**src/rtl/adrp_pkg.sv**
```systemverilog
// Shared types, constants and codes for the ADRP reference scanner.
// Used by the channel interfaces and every scanner module.
package adrp_pkg;

   localparam int ADDR_W = 64;
   localparam int WORD_W = 32;
   localparam int ORD_W  = 16;
   localparam int OFS_W  = 24;

   // Queue between front and back
   localparam int Q_DEPTH = 4;
   localparam int Q_PTR_W = $clog2(Q_DEPTH);
   localparam int Q_CNT_W = $clog2(Q_DEPTH + 1);

   // Configuration register indexes
   localparam logic [1:0] CSR_REGION_BASE   = 2'd0;
   localparam logic [1:0] CSR_TARGET_ADDR   = 2'd1;
   localparam logic [1:0] CSR_ORDINAL       = 2'd2;
   localparam logic [1:0] CSR_INDIRECT_MODE = 2'd3;

   // Result status codes
   localparam logic [1:0] STATUS_FOUND     = 2'd0;
   localparam logic [1:0] STATUS_NOT_FOUND = 2'd1;
   localparam logic [1:0] STATUS_AMBIG     = 2'd2;

   // Decision held by the back end within one stream
   localparam logic [1:0] OUT_UNDECIDED = 2'd0;
   localparam logic [1:0] OUT_FOUND     = 2'd1;
   localparam logic [1:0] OUT_AMBIG     = 2'd2;

   // Instruction encodings
   localparam logic [31:0] ADRP_MASK   = 32'h9F00_0000;
   localparam logic [31:0] ADRP_MATCH  = 32'h9000_0000;
   localparam logic [31:0] ADD_MASK    = 32'h7F80_0000;
   localparam logic [31:0] ADD_MATCH   = 32'h1100_0000;
   localparam logic [31:0] LDR_MASK    = 32'hFFC0_0000;
   localparam logic [31:0] LDR_MATCH   = 32'hF940_0000;

   typedef struct packed {
      logic [ADDR_W-1:0] region_base;
      logic [ADDR_W-1:0] target_address;
      logic [ORD_W-1:0]  ordinal;
      logic              indirect_mode;
   } adrp_cfg_type;

   // One classified word pair
   typedef struct packed {
      logic [ADDR_W-1:0] page;
      logic [OFS_W-1:0]  offset;
      logic [ADDR_W-1:0] hit_pc;
      logic              match;
      logic              last;
   } adrp_entry_type;

   typedef struct packed {
      logic full;
      logic empty;
   } adrp_q_status_type;

endpackage

```
**src/rtl/adrp_ifs.sv**
```systemverilog
// Valid/ready channel interfaces for the scanner's word input and result output.
// Depends on adrp_pkg for field widths.
interface adrp_req_if import adrp_pkg::*; ();
   logic              valid;
   logic              ready;
   logic [WORD_W-1:0] instruction_word;
   logic              last_word;

   modport source (output valid, instruction_word, last_word, input ready);
   modport sink   (input valid, instruction_word, last_word, output ready);
endinterface

interface adrp_rsp_if import adrp_pkg::*; ();
   logic              valid;
   logic              ready;
   logic [ADDR_W-1:0] reference_address;
   logic [1:0]        scan_status;

   modport source (output valid, reference_address, scan_status, input ready);
   modport sink   (input valid, reference_address, scan_status, output ready);
endinterface

```
**src/rtl/adrp_front.sv**
```systemverilog
// Front end: accepts instruction words, tracks the previous word and its PC,
// decodes each adjacent pair and forms the ADRP page. Depends on adrp_pkg.
module adrp_front import adrp_pkg::*; (
   input  logic              clock,
   input  logic              reset,
   input  adrp_cfg_type      cfg,
   adrp_req_if.sink          req,
   input  adrp_q_status_type q_stat,
   output logic              push,
   output adrp_entry_type    push_entry
);

   logic [WORD_W-1:0] prev_word_ff, prev_word_in;
   logic [ADDR_W-1:0] prev_pc_ff, prev_pc_in;
   logic              prev_valid_ff, prev_valid_in;

   logic [WORD_W-1:0] cur_word;
   logic              is_adrp;
   logic [20:0]       adrp_imm;
   logic [51:0]       page_hi;
   logic              rn_match;
   logic [11:0]       imm12;
   logic              op_ok;
   logic [OFS_W-1:0]  offset;

   assign req.ready = !q_stat.full;
   assign push      = req.valid && !q_stat.full;
   assign cur_word  = req.instruction_word;

   // Decode the ADRP in the previous word and form its page
   always_comb begin
      is_adrp  = (prev_word_ff & ADRP_MASK) == ADRP_MATCH;
      adrp_imm = {prev_word_ff[23:5], prev_word_ff[30:29]};
      page_hi  = prev_pc_ff[ADDR_W-1:12] + {{31{adrp_imm[20]}}, adrp_imm};
   end

   // Decode the second word of the pair
   always_comb begin
      rn_match = cur_word[9:5] == prev_word_ff[4:0];
      imm12    = cur_word[21:10];
      if (cfg.indirect_mode) begin
         op_ok  = (cur_word & LDR_MASK) == LDR_MATCH;
         offset = {9'd0, imm12, 3'd0};
      end else begin
         op_ok  = (cur_word & ADD_MASK) == ADD_MATCH;
         offset = cur_word[22] ? {imm12, 12'd0} : {12'd0, imm12};
      end
   end

   always_comb begin
      push_entry.page   = {page_hi, 12'd0};
      push_entry.offset = offset;
      push_entry.hit_pc = prev_pc_ff;
      push_entry.match  = prev_valid_ff && is_adrp && rn_match && op_ok;
      push_entry.last   = req.last_word;
   end

   // Advance the previous-word state, drop it at the end of a stream
   always_comb begin
      prev_word_in  = prev_word_ff;
      prev_pc_in    = prev_pc_ff;
      prev_valid_in = prev_valid_ff;
      if (push) begin
         prev_word_in  = cur_word;
         prev_pc_in    = prev_valid_ff ? prev_pc_ff + ADDR_W'(4) : cfg.region_base;
         prev_valid_in = !req.last_word;
      end
   end

   always_ff @(posedge clock) begin
      if (reset) begin
         prev_valid_ff <= 1'b0;
      end else begin
         prev_valid_ff <= prev_valid_in;
      end
   end

   always_ff @(posedge clock) begin
      prev_word_ff <= prev_word_in;
      prev_pc_ff   <= prev_pc_in;
   end

endmodule

```
**src/rtl/adrp_queue.sv**
```systemverilog
// Short queue of classified pairs between the front and back ends.
// Depends on adrp_pkg for the entry type and depth.
module adrp_queue import adrp_pkg::*; (
   input  logic              clock,
   input  logic              reset,
   input  logic              push,
   input  adrp_entry_type    push_entry,
   input  logic              pop,
   output adrp_entry_type    head,
   output adrp_q_status_type q_stat
);

   adrp_entry_type     mem_ff [Q_DEPTH];
   logic [Q_PTR_W-1:0] wr_ptr_ff, wr_ptr_in;
   logic [Q_PTR_W-1:0] rd_ptr_ff, rd_ptr_in;
   logic [Q_CNT_W-1:0] count_ff, count_in;

   assign head         = mem_ff[rd_ptr_ff];
   assign q_stat.full  = count_ff == Q_CNT_W'(Q_DEPTH);
   assign q_stat.empty = count_ff == '0;

   // Advance pointers and occupancy
   always_comb begin
      wr_ptr_in = push ? wr_ptr_ff + 1'b1 : wr_ptr_ff;
      rd_ptr_in = pop  ? rd_ptr_ff + 1'b1 : rd_ptr_ff;
      count_in  = count_ff;
      if (push && !pop) begin
         count_in = count_ff + 1'b1;
      end else if (pop && !push) begin
         count_in = count_ff - 1'b1;
      end
   end

   always_ff @(posedge clock) begin
      if (reset) begin
         wr_ptr_ff <= '0;
         rd_ptr_ff <= '0;
         count_ff  <= '0;
      end else begin
         wr_ptr_ff <= wr_ptr_in;
         rd_ptr_ff <= rd_ptr_in;
         count_ff  <= count_in;
      end
   end

   // Store the pushed entry
   always_ff @(posedge clock) begin
      if (push) begin
         mem_ff[wr_ptr_ff] <= push_entry;
      end
   end

   a_no_push_full: assert property (@(posedge clock) disable iff (reset)
      q_stat.full |-> !push)
      else $error("queue pushed while full");

   a_no_pop_empty: assert property (@(posedge clock) disable iff (reset)
      q_stat.empty |-> !pop)
      else $error("queue popped while empty");

   a_count_bound: assert property (@(posedge clock) disable iff (reset)
      count_ff <= Q_CNT_W'(Q_DEPTH))
      else $error("queue occupancy beyond depth");

   a_ptr_gap: assert property (@(posedge clock) disable iff (reset)
      count_ff != Q_CNT_W'(Q_DEPTH) |->
         Q_CNT_W'(Q_PTR_W'(wr_ptr_ff - rd_ptr_ff)) == count_ff)
      else $error("queue pointers disagree with occupancy");

endmodule

```
**src/rtl/adrp_back.sv**
```systemverilog
// Back end: completes the pair address, counts hits, decides the outcome and
// holds the result in an output register. Depends on adrp_pkg.
module adrp_back import adrp_pkg::*; (
   input  logic              clock,
   input  logic              reset,
   input  adrp_cfg_type      cfg,
   input  adrp_entry_type    head,
   input  adrp_q_status_type q_stat,
   output logic              pop,
   adrp_rsp_if.source        rsp
);

   logic [ORD_W-1:0]  hit_count_ff, hit_count_in;
   logic [ADDR_W-1:0] first_hit_ff, first_hit_in;
   logic [1:0]        decided_ff, decided_in;

   logic              rsp_valid_ff, rsp_valid_in;
   logic [ADDR_W-1:0] rsp_addr_ff, rsp_addr_in;
   logic [1:0]        rsp_status_ff, rsp_status_in;

   logic [ADDR_W-1:0] pair_addr;
   logic              hit;
   logic [ORD_W-1:0]  cnt_upd;
   logic [1:0]        dec_upd;
   logic [ADDR_W-1:0] first_upd;
   logic              slot_free;

   assign slot_free = !rsp_valid_ff || rsp.ready;
   assign pop       = !q_stat.empty && (!head.last || slot_free);

   // Complete the address and compare against the target
   always_comb begin
      pair_addr = head.page + {{(ADDR_W-OFS_W){1'b0}}, head.offset};
      hit       = head.match && (head.page != '0) && (pair_addr != '0) &&
                  (pair_addr == cfg.target_address) && (decided_ff == OUT_UNDECIDED);
   end

   // Count the hit and decide
   always_comb begin
      cnt_upd   = hit_count_ff;
      dec_upd   = decided_ff;
      first_upd = first_hit_ff;
      if (hit) begin
         if (hit_count_ff != '1) begin
            cnt_upd = hit_count_ff + 1'b1;
         end
         if (cfg.ordinal != '0) begin
            if (cnt_upd == cfg.ordinal) begin
               dec_upd   = OUT_FOUND;
               first_upd = head.hit_pc;
            end
         end else if (cnt_upd >= ORD_W'(2)) begin
            dec_upd = OUT_AMBIG;
         end else begin
            first_upd = head.hit_pc;
         end
      end
   end

   // Hold state per stream, clear it on the last transaction
   always_comb begin
      hit_count_in  = hit_count_ff;
      first_hit_in  = first_hit_ff;
      decided_in    = decided_ff;
      rsp_valid_in  = rsp_valid_ff && !rsp.ready;
      rsp_addr_in   = rsp_addr_ff;
      rsp_status_in = rsp_status_ff;
      if (pop) begin
         hit_count_in = cnt_upd;
         first_hit_in = first_upd;
         decided_in   = dec_upd;
         if (head.last) begin
            hit_count_in = '0;
            first_hit_in = '0;
            decided_in   = OUT_UNDECIDED;
            rsp_valid_in = 1'b1;
            if (dec_upd == OUT_FOUND) begin
               rsp_addr_in   = first_upd;
               rsp_status_in = STATUS_FOUND;
            end else if (dec_upd == OUT_AMBIG) begin
               rsp_addr_in   = '0;
               rsp_status_in = STATUS_AMBIG;
            end else if (cfg.ordinal == '0 && cnt_upd != '0) begin
               rsp_addr_in   = first_upd;
               rsp_status_in = STATUS_FOUND;
            end else begin
               rsp_addr_in   = '0;
               rsp_status_in = STATUS_NOT_FOUND;
            end
         end
      end
   end

   always_ff @(posedge clock) begin
      if (reset) begin
         hit_count_ff <= '0;
         first_hit_ff <= '0;
         decided_ff   <= OUT_UNDECIDED;
         rsp_valid_ff <= 1'b0;
      end else begin
         hit_count_ff <= hit_count_in;
         first_hit_ff <= first_hit_in;
         decided_ff   <= decided_in;
         rsp_valid_ff <= rsp_valid_in;
      end
   end

   always_ff @(posedge clock) begin
      rsp_addr_ff   <= rsp_addr_in;
      rsp_status_ff <= rsp_status_in;
   end

   assign rsp.valid             = rsp_valid_ff;
   assign rsp.reference_address = rsp_addr_ff;
   assign rsp.scan_status       = rsp_status_ff;

   a_addr_zero_unless_found: assert property (@(posedge clock) disable iff (reset)
      rsp_valid_ff && rsp_status_ff != STATUS_FOUND |-> rsp_addr_ff == '0)
      else $error("address given without a found status");

   a_ambig_needs_zero_ordinal: assert property (@(posedge clock) disable iff (reset)
      decided_ff == OUT_AMBIG |-> cfg.ordinal == '0)
      else $error("ambiguous decision with an ordinal set");

   a_no_overwrite: assert property (@(posedge clock) disable iff (reset)
      pop && head.last |-> slot_free)
      else $error("result register overwritten while held");

   a_decided_holds_count: assert property (@(posedge clock) disable iff (reset)
      decided_ff != OUT_UNDECIDED && !(pop && head.last) |=>
         $stable(hit_count_ff))
      else $error("hit count moved after a decision");

endmodule

```
**src/rtl/adrp_reference_scanner.sv**
```systemverilog
// ADRP reference scanner, top level.
// Holds the configuration registers and joins front, queue and back end.
//
// Use: program region_base, target_address, ordinal and indirect_mode through
// the csr_ write port while the scanner is idle, then stream the instruction
// words of the region on req, in address order, marking the final word with
// last_word. Each ADRP followed by a matching ADD (or LDR in indirect mode)
// whose address equals the target counts as a hit. One result transaction
// leaves on rsp for every last word: the chosen ADRP's address and a status
// of found, not found or ambiguous.
// Throughput: one word per cycle while the queue has room. The front end
// decodes the pair and forms the page; a four-entry queue hands pairs to the
// back end, which completes the address, compares and counts, and loads the
// output register. The last word is written into the queue and, once every
// entry ahead of it is popped, loaded into the output register (rsp.valid).
// A stalled rsp holds the result; words keep flowing until a second last word
// reaches the back end and the queue fills, then req.ready drops.
// Reset: synchronous, clears all configuration to zero and empties the
// queue, the stream state and the output register.
module adrp_reference_scanner import adrp_pkg::*; (
   input  logic              clock,
   input  logic              reset,
   adrp_req_if.sink          req,
   adrp_rsp_if.source        rsp,
   input  logic              csr_write_enable,
   input  logic [1:0]        csr_index,
   input  logic [ADDR_W-1:0] csr_write_data
);

   adrp_cfg_type      cfg_ff, cfg_in;
   adrp_q_status_type q_stat;
   adrp_entry_type    push_entry;
   adrp_entry_type    head;
   logic              push;
   logic              pop;

   // Decode configuration writes
   always_comb begin
      cfg_in = cfg_ff;
      if (csr_write_enable) begin
         unique case (csr_index)
            CSR_REGION_BASE:   cfg_in.region_base    = csr_write_data;
            CSR_TARGET_ADDR:   cfg_in.target_address = csr_write_data;
            CSR_ORDINAL:       cfg_in.ordinal        = csr_write_data[ORD_W-1:0];
            CSR_INDIRECT_MODE: cfg_in.indirect_mode  = csr_write_data[0];
            default:           cfg_in = cfg_ff;
         endcase
      end
   end

   always_ff @(posedge clock) begin
      if (reset) begin
         cfg_ff <= '0;
      end else begin
         cfg_ff <= cfg_in;
      end
   end

   adrp_front u_front (
      .clock      (clock),
      .reset      (reset),
      .cfg        (cfg_ff),
      .req        (req),
      .q_stat     (q_stat),
      .push       (push),
      .push_entry (push_entry)
   );

   adrp_queue u_queue (
      .clock      (clock),
      .reset      (reset),
      .push       (push),
      .push_entry (push_entry),
      .pop        (pop),
      .head       (head),
      .q_stat     (q_stat)
   );

   adrp_back u_back (
      .clock  (clock),
      .reset  (reset),
      .cfg    (cfg_ff),
      .head   (head),
      .q_stat (q_stat),
      .pop    (pop),
      .rsp    (rsp)
   );

endmodule

```
**src/flat_wrapper.sv**
```systemverilog
// flat-port wrapper written by rule: the top's interface ports become plain ports
module adrp_reference_scanner_flat import adrp_pkg::*;
  (clock, reset, csr_write_enable, csr_index, csr_write_data, req_valid, req_instruction_word, req_last_word, req_ready, rsp_valid, rsp_reference_address, rsp_scan_status, rsp_ready);
  adrp_req_if req_i ();
  adrp_rsp_if rsp_i ();
  input  logic clock;
  input  logic reset;
  input  logic csr_write_enable;
  input  logic [1:0] csr_index;
  input  logic [ADDR_W-1:0] csr_write_data;
  input wire logic [$bits(req_i.valid)-1:0] req_valid;
  input wire logic [$bits(req_i.instruction_word)-1:0] req_instruction_word;
  input wire logic [$bits(req_i.last_word)-1:0] req_last_word;
  output wire logic [$bits(req_i.ready)-1:0] req_ready;
  output wire logic [$bits(rsp_i.valid)-1:0] rsp_valid;
  output wire logic [$bits(rsp_i.reference_address)-1:0] rsp_reference_address;
  output wire logic [$bits(rsp_i.scan_status)-1:0] rsp_scan_status;
  input wire logic [$bits(rsp_i.ready)-1:0] rsp_ready;
  assign req_i.valid = req_valid;
  assign req_i.instruction_word = req_instruction_word;
  assign req_i.last_word = req_last_word;
  assign req_ready = req_i.ready;
  assign rsp_valid = rsp_i.valid;
  assign rsp_reference_address = rsp_i.reference_address;
  assign rsp_scan_status = rsp_i.scan_status;
  assign rsp_i.ready = rsp_ready;
  adrp_reference_scanner u_core (.clock(clock), .reset(reset), .req(req_i), .rsp(rsp_i), .csr_write_enable(csr_write_enable), .csr_index(csr_index), .csr_write_data(csr_write_data));
endmodule
```
**config.mk**
```make
export PLATFORM = sky130hd
export DESIGN_NAME = adrp_reference_scanner_flat
export DESIGN_NICKNAME = d
export VERILOG_FILES = /design/src/rtl/adrp_pkg.sv /design/src/rtl/adrp_ifs.sv /design/src/rtl/adrp_front.sv /design/src/rtl/adrp_queue.sv /design/src/rtl/adrp_back.sv /design/src/rtl/adrp_reference_scanner.sv /design/src/flat_wrapper.sv
export SDC_FILE = /design/constraint.sdc
export NUM_CORES = 1
export LEC_CHECK = 0
export ABC_AREA = 1
export BUFFER_PORTS_ARGS = -buffer_cell sky130_fd_sc_hd__buf_2
export CAP_MARGIN = 5
export CORE_ASPECT_RATIO = 2
export CORE_MARGIN = 8
export CORE_UTILIZATION = 47
export CTS_CLUSTER_SIZE = 24
export DETAILED_ROUTE_END_ITERATION = 12
export PLACE_DENSITY = 0.71
export SETUP_SLACK_MARGIN = 0.02
export SYNTH_ARGS = -nofsm -noshare
export SYNTH_HDL_FRONTEND = slang
export SYNTH_SLANG_ARGS = --single-unit
```
**constraint.sdc**
```tcl
create_clock -name clock -period 12.8 [get_ports clock]
set_input_delay 0.64 -clock clock [delete_from_list [all_inputs] [get_ports clock]]
set_output_delay 0.64 -clock clock [all_outputs]
set_load 0.01 [all_outputs]
```
==> impl_metrics.prom <==
# TYPE chip_impl_metric gauge
chip_impl_info{name="run_status",value="completed"} 1
chip_impl_metric{name="post_cts_resize_count",unit=""} 0
chip_impl_info{name="cp-start-kind",value="flip-flop"} 1
chip_impl_metric{name="clk_latency",unit="ps"} 710
chip_impl_metric{name="synth.avg_cell_area",unit="um^2"} 8.758
chip_impl_metric{name="mappedNetlistArea",unit="um^2"} 47440
chip_impl_metric{name="ys_warn_count",unit=""} 0
chip_impl_metric{name="report.final.hold_viol_count",unit=""} 0
chip_impl_metric{name="detail-route-antenna-nets",unit=""} 0
chip_impl_metric{name="floorplan.die_area",unit="um^2"} 112000
chip_impl_metric{name="delay_of_the_slowest_critical_path_stage",unit="ps"} 860
chip_impl_info{name="clock_tree_from_tritoncts",value="done"} 1
chip_impl_metric{name="clkSlewWorstSetupHoldPaths",unit="ps"} 70
chip_impl_metric{name="placement_rows",unit=""} 165
chip_impl_metric{name="yosysUniqueCellTypes",unit=""} 52
chip_impl_metric{name="power.density",unit="nW/um^2"} 231.1
chip_impl_metric{name="global_route.overflow_total",unit=""} 0
chip_impl_metric{name="dp_hpwl",unit="um"} 110300
chip_impl_metric{name="worst_clock_skew",unit="ps"} 44.32
chip_impl_metric{name="grt_max_degree",unit=""} 133
chip_impl_metric{name="timing.max_cap.violations",unit=""} 0
chip_impl_info{name="end_kind",value="flip-flop"} 1
chip_impl_metric{name="grt_first_pass_wirelength",unit="um"} 225200
chip_impl_metric{name="gr-usage-all-layers",unit="%"} 26.61
chip_impl_metric{name="core_area",unit="um^2"} 100500
chip_impl_metric{name="post-route-cell-area",unit="um^2"} 52330
chip_impl_metric{name="met3WireLength",unit="um"} 9950
chip_impl_metric{name="syn_inst",unit=""} 5416
chip_impl_metric{name="route.detailed.drc",unit=""} 0
chip_impl_metric{name="min_path_cells",unit=""} 1
chip_impl_metric{name="cellLeakagePower",unit="nW"} 21.28
chip_impl_metric{name="clock_tree.htree_level_count",unit=""} 3
chip_impl_metric{name="viasPerCell",unit=""} 5.543
chip_impl_metric{name="synth_enable_flop_cells",unit=""} 730
chip_impl_metric{name="initial_core_utilization",unit="%"} 47.18
chip_impl_metric{name="tritoncts.num_buffers",unit=""} 87
chip_impl_metric{name="finalWirelength",unit="um"} 152300
chip_impl_metric{name="vdd_ir_drop_max",unit="mV"} 0.1883
chip_impl_metric{name="num_vias",unit=""} 38320
chip_impl_metric{name="finalCritPeriodShare",unit="%"} 59.21
chip_impl_metric{name="logic_depth_of_the_worst_setup_path_including_buffers",unit=""} 35
chip_impl_metric{name="antenna_found_initial",unit=""} 9
chip_impl_metric{name="slew_viol_final",unit=""} 0
chip_impl_metric{name="die_h",unit="um"} 465.3
chip_impl_metric{name="area_growth_syn_to_layout",unit="%"} 10.33
chip_impl_metric{name="buffer_ports.inserted",unit=""} 171
chip_impl_info{name="ys_top_cells_by_area",value="edfxtp_1, nand2_1, dfxtp_1, nor2_1, o21ai_0"} 1
chip_impl_metric{name="r2r.worst_path.cells",unit=""} 35
chip_impl_metric{name="average_detailed_routed_wire_length_per_instance",unit="um"} 22.03
chip_impl_metric{name="wire_length_the_detailed_router_placed_on_met1",unit="um"} 63500
chip_impl_metric{name="num_io_pins",unit=""} 172
chip_impl_info{name="yosysMostFrequentCell",value="nand2_1"} 1
chip_impl_metric{name="finalNetCount",unit=""} 5679
chip_impl_metric{name="cp_num_buf_inv",unit=""} 7
chip_impl_metric{name="critPathMaxFanout",unit=""} 132
chip_impl_metric{name="final.setup.tns",unit="ps"} 0
chip_impl_metric{name="post-synth-top-area-fraction",unit="%"} 46.21
chip_impl_metric{name="filler_cell_count",unit=""} 9240
chip_impl_info{name="critical_path.top_delay_family",value="simple AND/OR/NAND/NOR gates"} 1
chip_impl_metric{name="drt-initial-drc-count",unit=""} 3600
chip_impl_metric{name="cts_max_path_buffers",unit=""} 3
chip_impl_metric{name="total_power",unit="mW"} 12.09
chip_impl_metric{name="dr_wl_met2",unit="um"} 74170
chip_impl_info{name="critical_path.most_common_cell",value="nand2_1"} 1
chip_impl_metric{name="clock.fmax",unit="GHz"} 0.1319
chip_impl_info{name="critical_path.slowest_cell",value="buf_4"} 1
chip_impl_metric{name="slew_headroom",unit="%"} 28.72
chip_impl_metric{name="timing.critical_path.arrival",unit="ps"} 8100
chip_impl_metric{name="drt_first_pass_iters",unit=""} 8
chip_impl_info{name="clk_tree_root_cell",value="clkbuf_16"} 1
chip_impl_metric{name="synth-async-reset-ratio",unit="%"} 0
chip_impl_metric{name="synth_fp_nets",unit=""} 5595
chip_impl_metric{name="globalplace.congestion",unit=""} 0.9722
chip_impl_info{name="ys_top_cells_by_count",value="nand2_1, nor2_1, edfxtp_1"} 1
chip_impl_metric{name="numClockSinks",unit=""} 968
chip_impl_metric{name="period_needed",unit="ps"} 7579
chip_impl_metric{name="tightestPinTransition",unit="ps"} 1069
chip_impl_metric{name="yosys_register_bits",unit=""} 968
chip_impl_metric{name="die_w",unit="um"} 240.6
chip_impl_metric{name="holdBufCountCts",unit=""} 0
chip_impl_metric{name="synth.yosys.seq_area_share",unit="%"} 56.26
chip_impl_metric{name="post_route_cells_drive_above_1_share",unit="%"} 7.320
chip_impl_metric{name="first_global_vias",unit=""} 36320
chip_impl_info{name="worstHoldPathType",value="in -> reg"} 1
chip_impl_metric{name="post_dp_cell_area",unit="um^2"} 49290
chip_impl_info{name="worstSetupPathType",value="reg -> reg"} 1
chip_impl_metric{name="critPathRequiredTime",unit="ps"} 13320
chip_impl_info{name="routed.top_layer",value="met4"} 1
chip_impl_metric{name="setup_viol",unit=""} 0
chip_impl_metric{name="cts.repair_timing.setup_buffer_count",unit=""} 0
chip_impl_info{name="synth_ff_type",value="edfxtp_1"} 1
chip_impl_info{name="yosys.area.top_type",value="edfxtp_1"} 1
chip_impl_info{name="unrepaired_setup_endpoints_after_global_routing",value="no"} 1
[cell families after synthesis]
family	Yosys count	share of synthesized area, %
adder cells (fa/ha/maj)	75	2.026
multiplexers	64	1.350
XOR/XNOR	133	2.485
AND/OR/NAND/NOR	2838	24.32
flip-flops	968	56.26
AO/OA/AOI/OAI	736	8.256
buffers and inverters	602	5.304
[registers in the layout, indices dropped and copies added (netlist names), named ones only]
| register | cells |
|---|---|
| u_core.u_back.first_hit_ff | 64 |
| u_core.u_queue.count_ff | 3 |
| u_core.u_front.prev_pc_ff | 64 |
| u_core.u_back.decided_ff | 2 |
| u_core.u_queue.mem_ff | 568 |
| u_core.u_back.rsp.scan_status | 2 |
| u_core.u_queue.rd_ptr_ff | 2 |
| u_core.u_front.prev_valid_ff | 1 |
| u_core.u_front.prev_word_ff | 32 |
| u_core.cfg_ff | 145 |
| u_core.u_back.rsp.valid | 1 |
| u_core.u_back.rsp.reference_address | 64 |
| u_core.u_back.hit_count_ff | 16 |
| u_core.u_queue.wr_ptr_ff | 2 |
[area by class of cell]
type	count	area [um^2]	share of cell area (%)
flip-flops and latches	968	26690	51.01
multi-input cells	3846	18300	34.96
clock buffers	104	2291	4.378
well taps	1336	1672	3.194
inverters	394	1494	2.855
repair buffers	203	1134	2.166
clock inverters	59	747.0	1.427
diodes	3	7.507	0.01434
[worst paths after layout]
check | slack (ps) | start | endpoint
worst min register to register | 460 | u_core.u_back.first_hit_ff[6] | u_core.u_back.first_hit_ff[6]
worst max-delay path | 5220 | flip-flop | u_core.u_back.rsp.reference_address[42]
worst max register to register | 5220 | flip-flop | u_core.u_back.rsp.reference_address[42]
worst min-delay path | 100 | req_instruction_word[0] | u_core.u_front.prev_word_ff[0]
[routing by layer]
layer / GRT usage (%) / up-vias
li1: - / 18340
met4: 9.196 / 0
met1: 34.96 / 18430
met5: 0 / -
met2: 44.80 / 1373
met3: 3.497 / 180
[power by group]
group	switching, mW	internal (mW)
registers	0.274	4.04
logic	3.74	1.27
clock network	1.25	1.52
[per-stage QoR]
| stage | worst slack (ps) | cells | util, % | hold slack, ps |
|---|---|---|---|---|
| 3_3_place_gp | 5380 | 6747 | 49.02 | 448.2 |
| 5_1_grt | 4655 | 6910 | 52.05 | 83.75 |
| 6_report | 5221 | 6913 | 52.05 | 101.1 |
| 4_1_cts | 5237 | 6910 | 52.05 | 60.92 |
| 3_5_place_dp | 5284 | 6747 | 49.02 | 449.8 |
| 2_1_floorplan | 5427 | 5416 | - | 430.3 |
[cell usage in the layout (no fill, tap or decap), types with 5 or more instances in the layout]
cell type,n
nor2_4,8
nor3_1,49
xor2_1,90
clkbuf_1,12
o21ai_0,359
clkbuf_8,5
o31ai_1,6
xnor2_1,42
mux2i_1,64
clkinvlp_4,10
edfxtp_1,730
nor2_2,10
nor4_1,20
a21oi_1,229
clkinv_4,9
a31oi_1,24
buf_4,29
ha_1,72
inv_2,13
nand2_2,13
nand4_1,53
dfxtp_1,236
nor2_1,783
o21a_1,6
clkbuf_16,87
nand3b_1,27
clkinv_2,16
inv_1,376
nand3_1,345
bufinv_16,10
o22ai_1,88
buf_2,171
nand2_1,1517
No activity file was read; power rests on OpenSTA's default activity.
